--- config.mk ---
export PLATFORM = sky130hd
export DESIGN_NAME = tcpl_ctrl
export DESIGN_NICKNAME = d
export VERILOG_FILES = /design/src/rtl/tcpl_pkg.sv /design/src/rtl/tcpl_ctrl.sv
export SDC_FILE = /design/constraint.sdc
export NUM_CORES = 1
export LEC_CHECK = 0
export BUFFER_PORTS_ARGS = -buffer_cell sky130_fd_sc_hd__buf_4
export CAP_MARGIN = 15
export CORE_ASPECT_RATIO = 0.9
export CORE_UTILIZATION = 45
export DETAILED_ROUTE_END_ITERATION = 10
export PLACE_DENSITY_LB_ADDON = 0.1
export SETUP_SLACK_MARGIN = 0.1
export SYNTH_ARGS = -nofsm -noshare
export SYNTH_HDL_FRONTEND = slang
export SYNTH_SLANG_ARGS = --single-unit
--- constraint.sdc ---
create_clock -name clk -period 2.7 [get_ports clk]
set_input_delay 0.27 -clock clk [delete_from_list [all_inputs] [get_ports clk]]
set_output_delay 0.27 -clock clk [all_outputs]
set_load 0.005 [all_outputs]
--- src/rtl/tcpl_pkg.sv ---
`timescale 1ns / 1ps
// ----------------------------------------------------------------------------
// tcpl_pkg
// Shared widths, codes and controller/datapath interface types for the
// triangle cell point locator.
// ----------------------------------------------------------------------------
package tcpl_pkg;

	localparam int CoordW    = 32;
	localparam int NodeDepth = 256;
	localparam int CellDepth = 512;
	localparam int NodeAw    = $clog2(NodeDepth);
	localparam int CellAw    = $clog2(CellDepth);
	localparam int VertW     = 8;
	localparam int CntW      = 10;
	localparam int NodeW     = 3 * CoordW;
	localparam int CellW     = 3 * VertW;
	// operand width covers 3p - (a+b+c) and 2p - (a+b)
	localparam int OpW       = CoordW + 3;
	localparam int ProdW     = 2 * OpW;

	localparam logic [1:0] OP_WR_NODE = 2'd0;
	localparam logic [1:0] OP_WR_CELL = 2'd1;
	localparam logic [1:0] OP_QUERY   = 2'd2;
	localparam logic [1:0] OP_UNUSED  = 2'd3;

	localparam logic [1:0] ST_INSIDE  = 2'd0;
	localparam logic [1:0] ST_NEAREST = 2'd1;
	localparam logic [1:0] ST_EMPTY   = 2'd2;

	typedef enum logic [3:0] {
		DP_NOP,
		DP_LD_VERT,
		DP_LD_A,
		DP_LD_B,
		DP_LD_C,
		DP_EDGE_OPND,
		DP_MUL1,
		DP_MUL2,
		DP_NEAR_OPND,
		DP_NEAR_MUL,
		DP_NEAR_ACC,
		DP_NEAR_CMP,
		DP_RES_INSIDE,
		DP_RES_NEAR,
		DP_RES_EMPTY
	} dp_op_t;

	typedef struct packed {
		dp_op_t            op;
		logic [1:0]        sel;       // edge or axis
		logic [1:0]        node_sel;  // vertex addressed in node memory
		logic [CellAw-1:0] cell_idx;
		logic              first;
		logic              wr_node;
		logic              wr_cell;
		logic              ld_point;
	} dp_cmd_t;

	typedef struct packed {
		logic edge_out;
	} dp_stat_t;

endpackage

--- src/rtl/tcpl_ctrl.sv ---
`timescale 1ns / 1ps
// ----------------------------------------------------------------------------
// tcpl_ctrl
// Query sequencer: inside pass over cells, then on a miss a nearest centroid pass,
// and the cell count register.
// ----------------------------------------------------------------------------
module tcpl_ctrl
	import tcpl_pkg::*;
(
	input  logic            clk,
	input  logic            arst_n,
	input  logic            start,
	output logic            busy,
	output logic            done,
	input  logic [1:0]      operation,
	input  logic            cfg_valid,
	output logic            cfg_ready,
	input  logic [CntW-1:0] cfg_data,
	output dp_cmd_t         cmd,
	input  dp_stat_t        stat
);

	typedef enum logic [16:0] {
		S_IDLE    = 17'h00001,
		S_CELL_RD = 17'h00002,
		S_VERT    = 17'h00004,
		S_NODE_A  = 17'h00008,
		S_NODE_B  = 17'h00010,
		S_NODE_C  = 17'h00020,
		S_NODE_W  = 17'h00040,
		S_E_OPND  = 17'h00080,
		S_E_MUL1  = 17'h00100,
		S_E_MUL2  = 17'h00200,
		S_E_CMP   = 17'h00400,
		S_N_OPND  = 17'h00800,
		S_N_MUL   = 17'h01000,
		S_N_ACC   = 17'h02000,
		S_N_CMP   = 17'h04000,
		S_N_FIN   = 17'h08000,
		S_DONE    = 17'h10000
	} state_t;

	state_t            state_q, state_d;
	logic [CntW-1:0]   count_q;
	logic [CellAw-1:0] idx_q, idx_d;
	logic [1:0]        sel_q, sel_d;
	logic              near_q, near_d;
	logic [CntW-1:0]   n_cells;
	logic              last;
	logic              accept;

	assign n_cells   = (count_q > CntW'(CellDepth)) ? CntW'(CellDepth) : count_q;
	assign last      = ({1'b0, idx_q} + CntW'(1)) == n_cells;
	assign accept    = start && (state_q == S_IDLE);
	assign busy      = (state_q != S_IDLE);
	assign done      = (state_q == S_DONE);
	assign cfg_ready = (state_q == S_IDLE);

	// next state and datapath commands
	always_comb begin
		state_d      = state_q;
		idx_d        = idx_q;
		sel_d        = sel_q;
		near_d       = near_q;
		cmd          = '0;
		cmd.op       = DP_NOP;
		cmd.sel      = sel_q;
		cmd.cell_idx = idx_q;
		cmd.first    = (idx_q == '0);
		unique case (state_q)
			S_IDLE: begin
				cmd.wr_node  = accept && (operation == OP_WR_NODE);
				cmd.wr_cell  = accept && (operation == OP_WR_CELL);
				cmd.ld_point = accept && (operation == OP_QUERY);
				if (accept && (operation == OP_QUERY)) begin
					if (n_cells == '0) begin
						cmd.op  = DP_RES_EMPTY;
						state_d = S_DONE;
					end else begin
						idx_d   = '0;
						near_d  = 1'b0;
						state_d = S_CELL_RD;
					end
				end
			end
			S_CELL_RD: state_d = S_VERT;
			S_VERT: begin
				cmd.op  = DP_LD_VERT;
				state_d = S_NODE_A;
			end
			S_NODE_A: begin
				cmd.node_sel = 2'd0;
				state_d      = S_NODE_B;
			end
			S_NODE_B: begin
				cmd.node_sel = 2'd1;
				cmd.op       = DP_LD_A;
				state_d      = S_NODE_C;
			end
			S_NODE_C: begin
				cmd.node_sel = 2'd2;
				cmd.op       = DP_LD_B;
				state_d      = S_NODE_W;
			end
			S_NODE_W: begin
				cmd.op  = DP_LD_C;
				sel_d   = 2'd0;
				state_d = near_q ? S_N_OPND : S_E_OPND;
			end
			S_E_OPND: begin
				cmd.op  = DP_EDGE_OPND;
				state_d = S_E_MUL1;
			end
			S_E_MUL1: begin
				cmd.op  = DP_MUL1;
				state_d = S_E_MUL2;
			end
			S_E_MUL2: begin
				cmd.op  = DP_MUL2;
				state_d = S_E_CMP;
			end
			S_E_CMP: begin
				// outside this cell: next cell or start nearest pass
				if (stat.edge_out) begin
					state_d = S_CELL_RD;
					if (last) begin
						idx_d  = '0;
						near_d = 1'b1;
					end else begin
						idx_d = idx_q + CellAw'(1);
					end
				end else if (sel_q == 2'd2) begin
					cmd.op  = DP_RES_INSIDE;
					state_d = S_DONE;
				end else begin
					sel_d   = sel_q + 2'd1;
					state_d = S_E_OPND;
				end
			end
			S_N_OPND: begin
				cmd.op  = DP_NEAR_OPND;
				state_d = S_N_MUL;
			end
			S_N_MUL: begin
				cmd.op  = DP_NEAR_MUL;
				state_d = S_N_ACC;
			end
			S_N_ACC: begin
				cmd.op = DP_NEAR_ACC;
				if (sel_q == 2'd2) begin
					state_d = S_N_CMP;
				end else begin
					sel_d   = sel_q + 2'd1;
					state_d = S_N_OPND;
				end
			end
			S_N_CMP: begin
				cmd.op = DP_NEAR_CMP;
				if (last) begin
					state_d = S_N_FIN;
				end else begin
					idx_d   = idx_q + CellAw'(1);
					state_d = S_CELL_RD;
				end
			end
			S_N_FIN: begin
				cmd.op  = DP_RES_NEAR;
				state_d = S_DONE;
			end
			S_DONE: state_d = S_IDLE;
			default: state_d = S_IDLE;
		endcase
	end

	// control registers
	always_ff @(posedge clk or negedge arst_n) begin
		if (!arst_n) begin
			state_q <= S_IDLE;
			count_q <= '0;
			idx_q   <= '0;
			sel_q   <= '0;
			near_q  <= 1'b0;
		end else begin
			state_q <= state_d;
			idx_q   <= idx_d;
			sel_q   <= sel_d;
			near_q  <= near_d;
			if (cfg_valid && cfg_ready) begin
				count_q <= cfg_data;
			end
		end
	end

endmodule
After elaboration in Yosys (flattened, before gate mapping)
Cells that the tools add are included.

word-level totals
  bits in registers = 39
  input bits = 17
  output and inout port bits = 24
  logic and storage cells = 81

operators by class
  add/subtract/negate cells = 3
  $lt $le $gt $ge = 1
  equal/unequal tests = 28
  multiplexer cells = 30
  reduce and logical (&&, ||, !) cells = 14

operators by type and width
  kind                  count
  $pmux 17 s16          1
  $mux 17               4
  $pmux 4 s14           1
  $mux 9                5
  $pmux 9 s3            1
  $eq 17x1->1 const B   1
  $eq 17x10->1 const B  1
  $eq 17x11->1 const B  1
  $eq 17x12->1 const B  1
  $eq 17x13->1 const B  1
  $eq 17x14->1 const B  1
  $eq 17x15->1 const B  1
  $eq 17x16->1 const B  1
  $eq 17x17->1 const B  1
  $eq 17x2->1 const B   1
  $eq 17x3->1 const B   1
  $eq 17x4->1 const B   1
  $eq 17x5->1 const B   1
  $eq 17x6->1 const B   1
  $eq 17x7->1 const B   1
  $eq 17x8->1 const B   1
  $eq 17x9->1 const B   1
  $ne 17x1->1 const B   1
  $mux 16               1
  other kinds (27)      45

Logic depth before layout (Yosys ltp)
Gate-level depths: netlist of the first run.

  depth in word-level cells = 6
  depth in mapped cells = 10
  mapped depth without buffers = 8

Worst setup path before layout of the first run
No wires, ideal clock.

  path kind = register to register
  start = register state_q[12]
  end = register idx_q[3]
  setup time = 124 ps
  data arrival time = 2802 ps
  data required time = 2576 ps
  setup slack = -226 ps
  cell stages (with the launch flop) = 11
  path buffers = 3
  cells stage by stage = dfrtp_1 > or3_1 > buf_6 > or4_4 > or4_4 > buf_6 > nor3_4 > a21oi_2 > o21a_1 > buf_6 > a211o_1

between the ends
  longest elaborated chain between the ends = 5
  elaborated cells on any way between the ends = 12

ends and longest elaborated chain
  element                     RTL line                          text
  from (decl)                 tcpl_ctrl.sv:43                   state_t state_q, state_d;
  from (signal assigned)      tcpl_ctrl.sv:184                  state_q <= state_d;
  $eq 17x1->1                 tcpl_ctrl.sv:54, tcpl_ctrl.sv:70
  $logic_and 1x1->1           tcpl_ctrl.sv:54                   assign accept = start && (state_q == S_IDLE);
  $logic_and 1x1->1           tcpl_ctrl.sv:75                   if (accept && (operation == OP_QUERY)) begin
  $ne 2x1->1 (no line)        n/a
  $reduce_and 5->1 (no line)  n/a
  to (signal assigned)        tcpl_ctrl.sv:185                  idx_q <= idx_d;
  to (decl)                   tcpl_ctrl.sv:45                   logic [CellAw-1:0] idx_q, idx_d;

Parallel ways exist; a longest one is shown, timed or not.
A chain may end at the register's enable or synchronous reset.

==> results.tsv, run 1 <==
metric	value	unit
cts.clk_slew.worst_paths	0.08	ns
synth_flop_cell	dfrtp_1	
ys_top_cells_by_area	dfrtp_1 (37%), nor4b_1 (4.1%), mux2_1 (4.0%), nand2_1 (2.9%), nor2_1 (2.9%)	
grt_pass1_wl	11.0	mm
synth-seq-cells	39	
synthArstFlopShare	100	%
slew_viol_final	0	
synth_commonest_cells	dfrtp_1 (38), nand2_1 (20), nor2_1 (20), a21oi_1 (12), nor4b_1 (12)	
port_buffers	40	
nNetsFinal	369	
fin_util	66.9	%
min_period	2.97	ns
drive_gt1_share	43.7	%
critPathLaunchType	flop	
timing.final.crit_share	110	%
p_leak	1.71	nW
fmax	336	MHz
final_antenna_net_count	0	
row_count	25	
hold_viol_final	0	
drt_iter0_drc	181	
timing.critical_path.arrival	2.70	ns
path_class	reg -> out	
clock_latency	0.29	ns
syn_nets	284	
wl_per_cell	17.0	um
drcViolationCount	0	
area_growth	40.4	%
synth_area_per_cell	9.71	um^2
num_vias	2394	
clockRootBuffer	clkbuf_8	
vdd_ir_drop_max	0.476	mV
grt_pass1_vias	2198	
violations	negative setup slack	
initial_core_util	47.7	%
cp_max_fo	4	
setup_slack	-0.275	ns
yosysMostFrequentCell	dfrtp_1	
stdcell_count	417	
ys_warn_count	0	
cts_buffers	5	
cts_tree	done	
overflow	0	
gp_congestion	0.838	
core_region_area	5380	um^2
grt_use_total	24.6	%
firstDrtPassIters	4	
cts-htree-levels	2	
rsz0062_at_grt	true	
die-height	73.6	um
grt_max_degree	40	
status	finished with violations	
fp.dieArea	6000	um^2
clock-sinks	39	
p_per_area	585	nW/um^2
cp-end-kind	primary output	
cap_violations	0	
p_total	2.11	mW
dp_cells	396	
yosysTopAreaCell	dfrtp_1	
die_w	81.6	um
hp-class	in -> reg	
syn_inst	264	
ys_types	61	
via_per_inst	5.74	
pin_count	41	
required	2.43	ns
skew	0.00509	ns
routed_wl	7.09	mm
clockBufferDepth	2	
dp_hpwl	5.05	mm
slew_headroom	32.1	%
worst-slew-pin-transition	1.02	ns
yosysSeqAreaShare	38.1	%
syn-cell-area	2560	um^2
antenna_cells	0	
synth_edf_count	0	
antenna_found_initial	0	
finalSetupViolations	27	
synth_top_cell_area_share	37.1	%
==> where the power goes <==
part           internal, mW  leakage, nW  switching, mW
registers             0.672        0.511          0.108
logic                 0.487         1.15          0.381
clock network         0.233       0.0505          0.224
total                  1.39         1.71          0.714
==> final timing paths <==
kind | endpoint | from | cells past startpoint | slack [ns]
worst max-delay path | cmd[1] | state_q[7]$_DFFE_PN0P_ | 7 | -0.27
worst min-delay path | count_q[9]$_DFFE_PN0P_ | cfg_data[9] | 2 | 0.20
worst max register to register | idx_q[4]$_DFFE_PN0P_ | state_q[7]$_DFFE_PN0P_ | 9 | -0.22
worst min register to register | state_q[7]$_DFFE_PN0P_ | near_q$_DFFE_PN0P_ | 1 | 0.50
max in group asynchronous | idx_q[0]$_DFFE_PN0P_ | arst_n | 2 | 1.84
min in group asynchronous | idx_q[4]$_DFFE_PN0P_ | arst_n | 2 | 0.49
==> per-stage QoR <==
stage	TNS [ns]	worst slack [ns]	hold WS, ns	area, um^2
floorplan	-0.358	-0.0662	-0.0256	2600
global placement	0	0.00645	0.280	3160
detailed placement	-0.672	-0.0676	0.284	3160
CTS	-3.33	-0.287	0.200	3410
global route	-5.32	-0.350	0.197	3600
finish	-3.85	-0.275	0.203	3600
==> cells by family after synthesis <==
kind of cell | Yosys count | share of synthesized area [%]
AND/OR/NAND/NOR | 129 | 31.9
buffers and inverters | 23 | 6.05
AO/OA/AOI/OAI | 43 | 12.1
flip-flops | 39 | 38.1
multiplexers | 13 | 5.61
XOR/XNOR | 14 | 4.78
adder cells (fa/ha/maj) | 3 | 1.46
==> metal layers <==
metal,up-vias,wire length [um],global-route usage (%)
li1,1160,-,-
met1,1151,3560,38.8
met2,78,3060,35.1
met3,5,431,3.85
met4,0,39,4.76
met5,-,0,0
==> final cells by class <==
cell class                 instances  area [um^2]
clock inverter                     1         7.51
tap                               67         83.8
fill                             443         1780
inverter                           9         43.8
timing repair buffer              91          753
clock buffer                       7         96.3
sequential                        39          978
multi-input combinational        203         1640
==> flip-flops by register name, summed over array words and instances, names as in the netlist <==
name,flops
sel_q,2
state_q,17
count_q,10
idx_q,9
near_q,1
==> layout by cell type, fill, tap and decap left out, types with 4 or more instances in the layout <==
cell type,Yosys,layout
buf_4,1,79
dfrtp_1,38,37
nor2_1,20,19
nand2_1,20,19
nor4b_1,12,11
a21oi_1,12,11
mux2_4,0,9
nor4_1,8,8
buf_6,3,8
and4b_1,7,7
xnor2_1,7,7
nor3_1,9,7
xor2_1,7,7
clkbuf_8,4,7
o21ai_0,7,6
or4_1,5,5
inv_1,7,5
nand2b_1,5,5
nand3_1,8,5
a211o_1,4,4
==> worst max-delay path: stages (launching register included) <==
cell,delay (ns)
dfrtp_1,0.38
or4_1,0.52
or4_4,0.53
or4_4,0.47
buf_6,0.17
inv_8,0.05
and4b_1,0.18
buf_4,0.11
==> what timing repair did <==
| action | in CTS | in global routing |
|---|---|---|
| setup buffers | 4 | 6 |
| gates resized for setup | 26 | 25 |
| pin swaps | 5 | 10 |
| hold buffers | 1 | 0 |
| cloned | 0 | 2 |
| endpoints found under the hold margin | 38 | 0 |
| setup endpoints to repair | 29 | 30 |
(Power assumes the default switching activity.)
==> inputs of run 2 (changes only) <==
CORE_UTILIZATION = 51   (was 45)
CTS_CLUSTER_DIAMETER = 40   (was unset)
==> results.tsv, run 2 (synthesis results as in run 1) <==
metric	value	unit	change
status	finished with violations		
rsz0062_at_grt	true		
routed_wl	7.05	mm	-0.56%
timing.critical_path.arrival	2.76	ns	+0.06 ns
largest_reg_flops	17		unchanged
drt_iter0_drc	247		+36%
stdcell_count	416		-0.24%
reg_top3	state_q (17), count_q (10), idx_q (9)		
row_count	24		-4.0%
nNetsFinal	370		+0.27%
fmax	330	MHz	-2.0%
critPathLaunchType	flop		
p_per_area	570	nW/um^2	-2.6%
min_period	3.03	ns	+0.0600 ns
via_per_inst	5.78		+0.66%
port_buffers	40		unchanged
antenna_cells	0		unchanged
dp_hpwl	4.74	mm	-6.2%
slew_headroom	39.3	%	+7.2 points
path_cells	or4_4 -> or4_4 -> or4_4 -> buf_6 -> nor4b_4 -> buf_4		
timing.final.crit_share	112	%	+2.2 points
cts.clk_slew.worst_paths	0.08	ns	about the same
largest_register	state_q		
slew_viol_final	0		unchanged
clockBufferDepth	2		unchanged
whs_path_depth	2		unchanged
stdcell_area	3610	um^2	+0.24%
pin_count	41		unchanged
grt_pass1_vias	2248		+2.3%
crit_top_cell	or4_4		
cts_tree	done		
r2r_slack	-0.24	ns	-0.02 ns
grt_max_degree	40		unchanged
grt_pass1_wl	10.8	mm	-2.5%
area_growth	40.8	%	
drive_gt1_share	42.7	%	-0.98 points
finalSetupViolations	28		+3.7%
startpoint	state_q[16]$_DFFE_PN0P_		
drcViolationCount	0		unchanged
p_leak	1.72	nW	+0.67%
hold_viol_final	0		unchanged
core_region_area	4830	um^2	-10%
gp_congestion	0.900		+7.4%
path_class	reg -> out		
final_antenna_net_count	0		unchanged
most-common-layout-cells	buf_4 (76), dfrtp_1 (37), nor2_1 (19)		
skew	0.0120	ns	+0.00693 ns
vdd_ir_drop_max	0.554	mV	+16%
num_vias	2404		+0.42%
clock_latency	0.30	ns	about the same
cp_slowest_cell	or4_4		
wl_per_cell	16.9	um	-0.33%
final_common_cell	buf_4		
r2r_start	state_q[16]$_DFFE_PN0P_		
antenna_found_initial	0		unchanged
r2r_cells	9		unchanged
place_area	3140	um^2	-0.55%
cp-end-kind	primary output		
clock-sinks	39		unchanged
cts_buffers	5		unchanged
cts-htree-levels	2		unchanged
hold_start	cfg_data[1]		
hp-class	in -> reg		
clockRootBuffer	clkbuf_8		
cap_violations	0		unchanged
die_w	76.7	um	-5.9%
grt_use_total	25.8	%	+1.1 points
cp_max_fo	3		-1
dp_cells	392		-1.0%
overflow	0		unchanged
slowest_delay	0.54	ns	about the same
firstDrtPassIters	4		unchanged
post-place-ws	-0.0855	ns	-0.0180 ns
setup_slack	-0.335	ns	-0.0600 ns
fp.dieArea	5310	um^2	-11%
violations	negative setup slack		
worst-slew-pin-transition	0.910	ns	-0.109 ns
initial_core_util	53.0	%	+5.4 points
required	2.43	ns	about the same
die-height	69.3	um	-5.9%
==> run 2: stage by stage <==
stage,TNS (ns),hold slack (ns),total power [mW],util (%)
after global placement,-0.0521,0.277,1.34,65.0
final,-4.58,0.185,2.06,74.6
after floorplan,-0.358,-0.0256,1.17,-
after detailed placement,-0.554,0.275,1.36,65.0
after CTS,-2.15,0.176,1.78,69.3
after global routing,-6.91,0.191,2.17,74.6
==> run 2: layout make-up <==
class | count | area [um^2]
clock buffer | 5 | 68.8
clock inverter | 3 | 15.0
fill | 368 | 1230
inverter | 9 | 43.8
multi-input combinational | 203 | 1640
sequential | 39 | 978
tap | 65 | 81.3
timing repair buffer | 92 | 778
==> run 2: what timing repair did <==
action | CTS | global route
setup buffers | 6 | 7
setup endpoints to repair | 29 | 32
gates resized for setup | 11 | 42
cloned | 1 | 1
pin swaps | 8 | 6
hold buffers | 1 | 0
hold endpoints to repair | 38 | 0
==> run 2: worst max-delay path, delay by kind of cell (launching register included) <==
kind / cells / cell delay [ns]
flops: 1 / 0.39
buf+inv: 2 / 0.32
simple gates: 4 / 1.75
==> run 2: worst paths after layout <==
path / end
max: cmd[2]
min: count_q[1]$_DFFE_PN0P_
max reg2reg: idx_q[3]$_DFFE_PN0P_
min reg2reg: state_q[7]$_DFFE_PN0P_
max in group asynchronous: idx_q[0]$_DFFE_PN0P_
min in group asynchronous: idx_q[7]$_DFFE_PN0P_
==> run 2: where the power goes <==
group	internal (mW)	leakage (nW)	total, mW	switching, mW
Sequential	0.673	0.511	0.784	0.111
Combinational	0.492	1.16	0.885	0.392
Clock	0.177	0.0477	0.389	0.212
==> run 2: metal layers <==
metal	vias to the layer above	track usage, %	routed length, um
met5	-	0	0
met4	0	6.84	61
met3	7	4.34	438
met2	85	37.3	3260
met1	1156	39.5	3290
li1	1156	-	-
==> inputs of run 3 (changes only) <==
CORE_MARGIN = 5   (was unset)
CORE_UTILIZATION = 55   (was 51)
clock period = 3.8 ns   (was 2.7 ns; I/O delays follow)
==> results.tsv, run 3 (synthesis results as in run 1) <==
metric	value	unit	change
status	complete, no violations		
grt_pass1_vias	2017		-10%
cp_max_fo	6		+3
final_common_cell	buf_4		
cts_buffers	5		unchanged
nNetsFinal	319		-14%
reg_top3	state_q (17), count_q (10), idx_q (9)		
r2r_slack	0.68	ns	+0.92 ns
min_period	3.25	ns	
cts_hold_buf	0		-1
clock-sinks	39		unchanged
via_per_inst	5.94		+2.9%
overflow	0		unchanged
largest_register	state_q		
clockRootBuffer	clkbuf_8		
grt_pass1_wl	9.61	mm	-11%
rsz0062_at_grt	false		
cap_violations	0		unchanged
gp_congestion	0.903		+0.33%
required	3.42	ns	+0.99 ns
core_region_area	4490	um^2	-7.1%
routed_wl	5.68	mm	-20%
wl_per_cell	15.7	um	-7.3%
setup_slack	0.550	ns	+0.885 ns
finalSetupViolations	0		-100%
timing.critical_path.arrival	2.87	ns	+0.11 ns
initial_core_util	57.1	%	+4.1 points
die_w	82.0	um	+6.8%
p_per_area	425	nW/um^2	-25%
row_count	23		-4.2%
fillCellCount	396		+7.6%
cts_resized	0		-11
num_vias	2146		-11%
timing.final.crit_share	85.5	%	
worst-slew-pin-transition	0.861	ns	-0.0490 ns
antenna_found_initial	0		unchanged
cts_setup_buffers	0		-6
cts-htree-levels	2		unchanged
grt_use_total	20.4	%	-5.4 points
clockBufferDepth	2		unchanged
area_growth	14.6	%	
drive_gt1_share	24.1	%	-19 points
firstDrtPassIters	4		unchanged
pin_count	41		unchanged
cts_tree	done		
fmax	308	MHz	
skew	0.0132	ns	+0.00112 ns
cp-end-kind	primary output		
path_class	reg -> out		
largest_reg_flops	17		unchanged
vdd_ir_drop_max	0.326	mV	-41%
cts.clk_slew.worst_paths	0.08	ns	about the same
fin_util	65.4	%	-9.2 points
multiInputGateArea	1430	um^2	-13%
grt_max_degree	40		unchanged
slew_headroom	42.6	%	+3.3 points
fp.dieArea	6130	um^2	+15%
dp_hpwl	4.29	mm	-9.4%
p_leak	1.32	nW	-23%
final_antenna_net_count	0		unchanged
antenna_cells	0		unchanged
post-place-ws	0.670	ns	+0.756 ns
clock_latency	0.29	ns	about the same
drt_iter0_drc	191		-23%
regArea	977	um^2	-0.13%
port_buffers	40		unchanged
most-common-layout-cells	buf_4 (42), dfrtp_1 (38), nor2_1 (20), nand2_1 (20)		
slew_viol_final	0		unchanged
critPathLaunchType	flop		
hp-class	in -> async		
die-height	74.8	um	+8.0%
tns	0	ns	+4.58 ns
hold_viol_final	0		unchanged
p_total	1.25	mW	-39%
drcViolationCount	0		unchanged
-- run 3: cell count changes in the layout (fill, tap and decap cells not counted), moves of 3 or more --
cell	change
nand3_1	+3
buf_4	-34
nand3_2	-3
buf_6	-12
mux2_4	-8
clkinv_2	-3
mux2_1	+8
-- run 3: worst paths after layout --
| check | start | to | cells past startpoint |
|---|---|---|---|
| setup / recovery | state_q[5]$_DFFE_PN0P_ | cmd[20] | 7 |
| hold / removal | arst_n | state_q[3]$_DFFE_PN0P_ | 1 |
| setup reg to reg | idx_q[0]$_DFFE_PN0P_ | idx_q[0]$_DFFE_PN0P_ | 8 |
| hold reg to reg | near_q$_DFFE_PN0P_ | state_q[7]$_DFFE_PN0P_ | 1 |
| max in group asynchronous | arst_n | state_q[0]$_DFFE_PN1P_ | 1 |
| min in group clk | cfg_data[7] | count_q[7]$_DFFE_PN0P_ | 2 |
-- run 3: where the power goes --
group | switching, mW | leakage (nW) | internal [mW]
clock | 0.141 | 0.0513 | 0.193
combinational | 0.187 | 0.755 | 0.171
sequential | 0.0792 | 0.513 | 0.478
-- run 3: area by class of cell --
| cell class | instances | share of cell area (%) |
|---|---|---|
| Inverter | 9 | 1.15 |
| Clock buffer | 6 | 2.47 |
| Sequential cell | 39 | 33.3 |
| Clock inverter | 1 | 1.02 |
| Tap cell | 62 | 2.64 |
| Timing Repair Buffer | 42 | 10.7 |
| Multi-Input combinational cell | 202 | 48.7 |
-- run 3: per-layer routing --
| layer | vias up | part of all wire [%] | track usage, % | routed length (um) |
|---|---|---|---|---|
| met3 | 5 | 5.6 | 3.71 | 317 |
| met5 | - | 0 | 0 | 0 |
| met1 | 1025 | 52 | 31.5 | 2940 |
| met4 | 0 | 0.99 | 5.90 | 56 |
| met2 | 65 | 42 | 28.9 | 2360 |
| li1 | 1051 | - | - | - |
-- run 3: worst max-delay path: stages, from the launching register on --
cell and delay [ns]:
dfrtp_1 0.43, or4_4 0.55, or4_4 0.51, or4_4 0.56, nor2_1 0.19, nand2_1 0.12, nand3_1 0.10, buf_4 0.11
-- run 3: metrics by stage --
| step | hold slack, ns | instance area (um^2) | std cells |
|---|---|---|---|
| final | 0.0452 | 2940 | 361 |
| after global routing | 0.0996 | 2940 | 361 |
| after CTS | 0.0733 | 2940 | 361 |
| after detailed placement | 0.387 | 2840 | 354 |
| after global placement | 0.384 | 2840 | 354 |
| after floorplan | 0.0844 | 2560 | 264 |
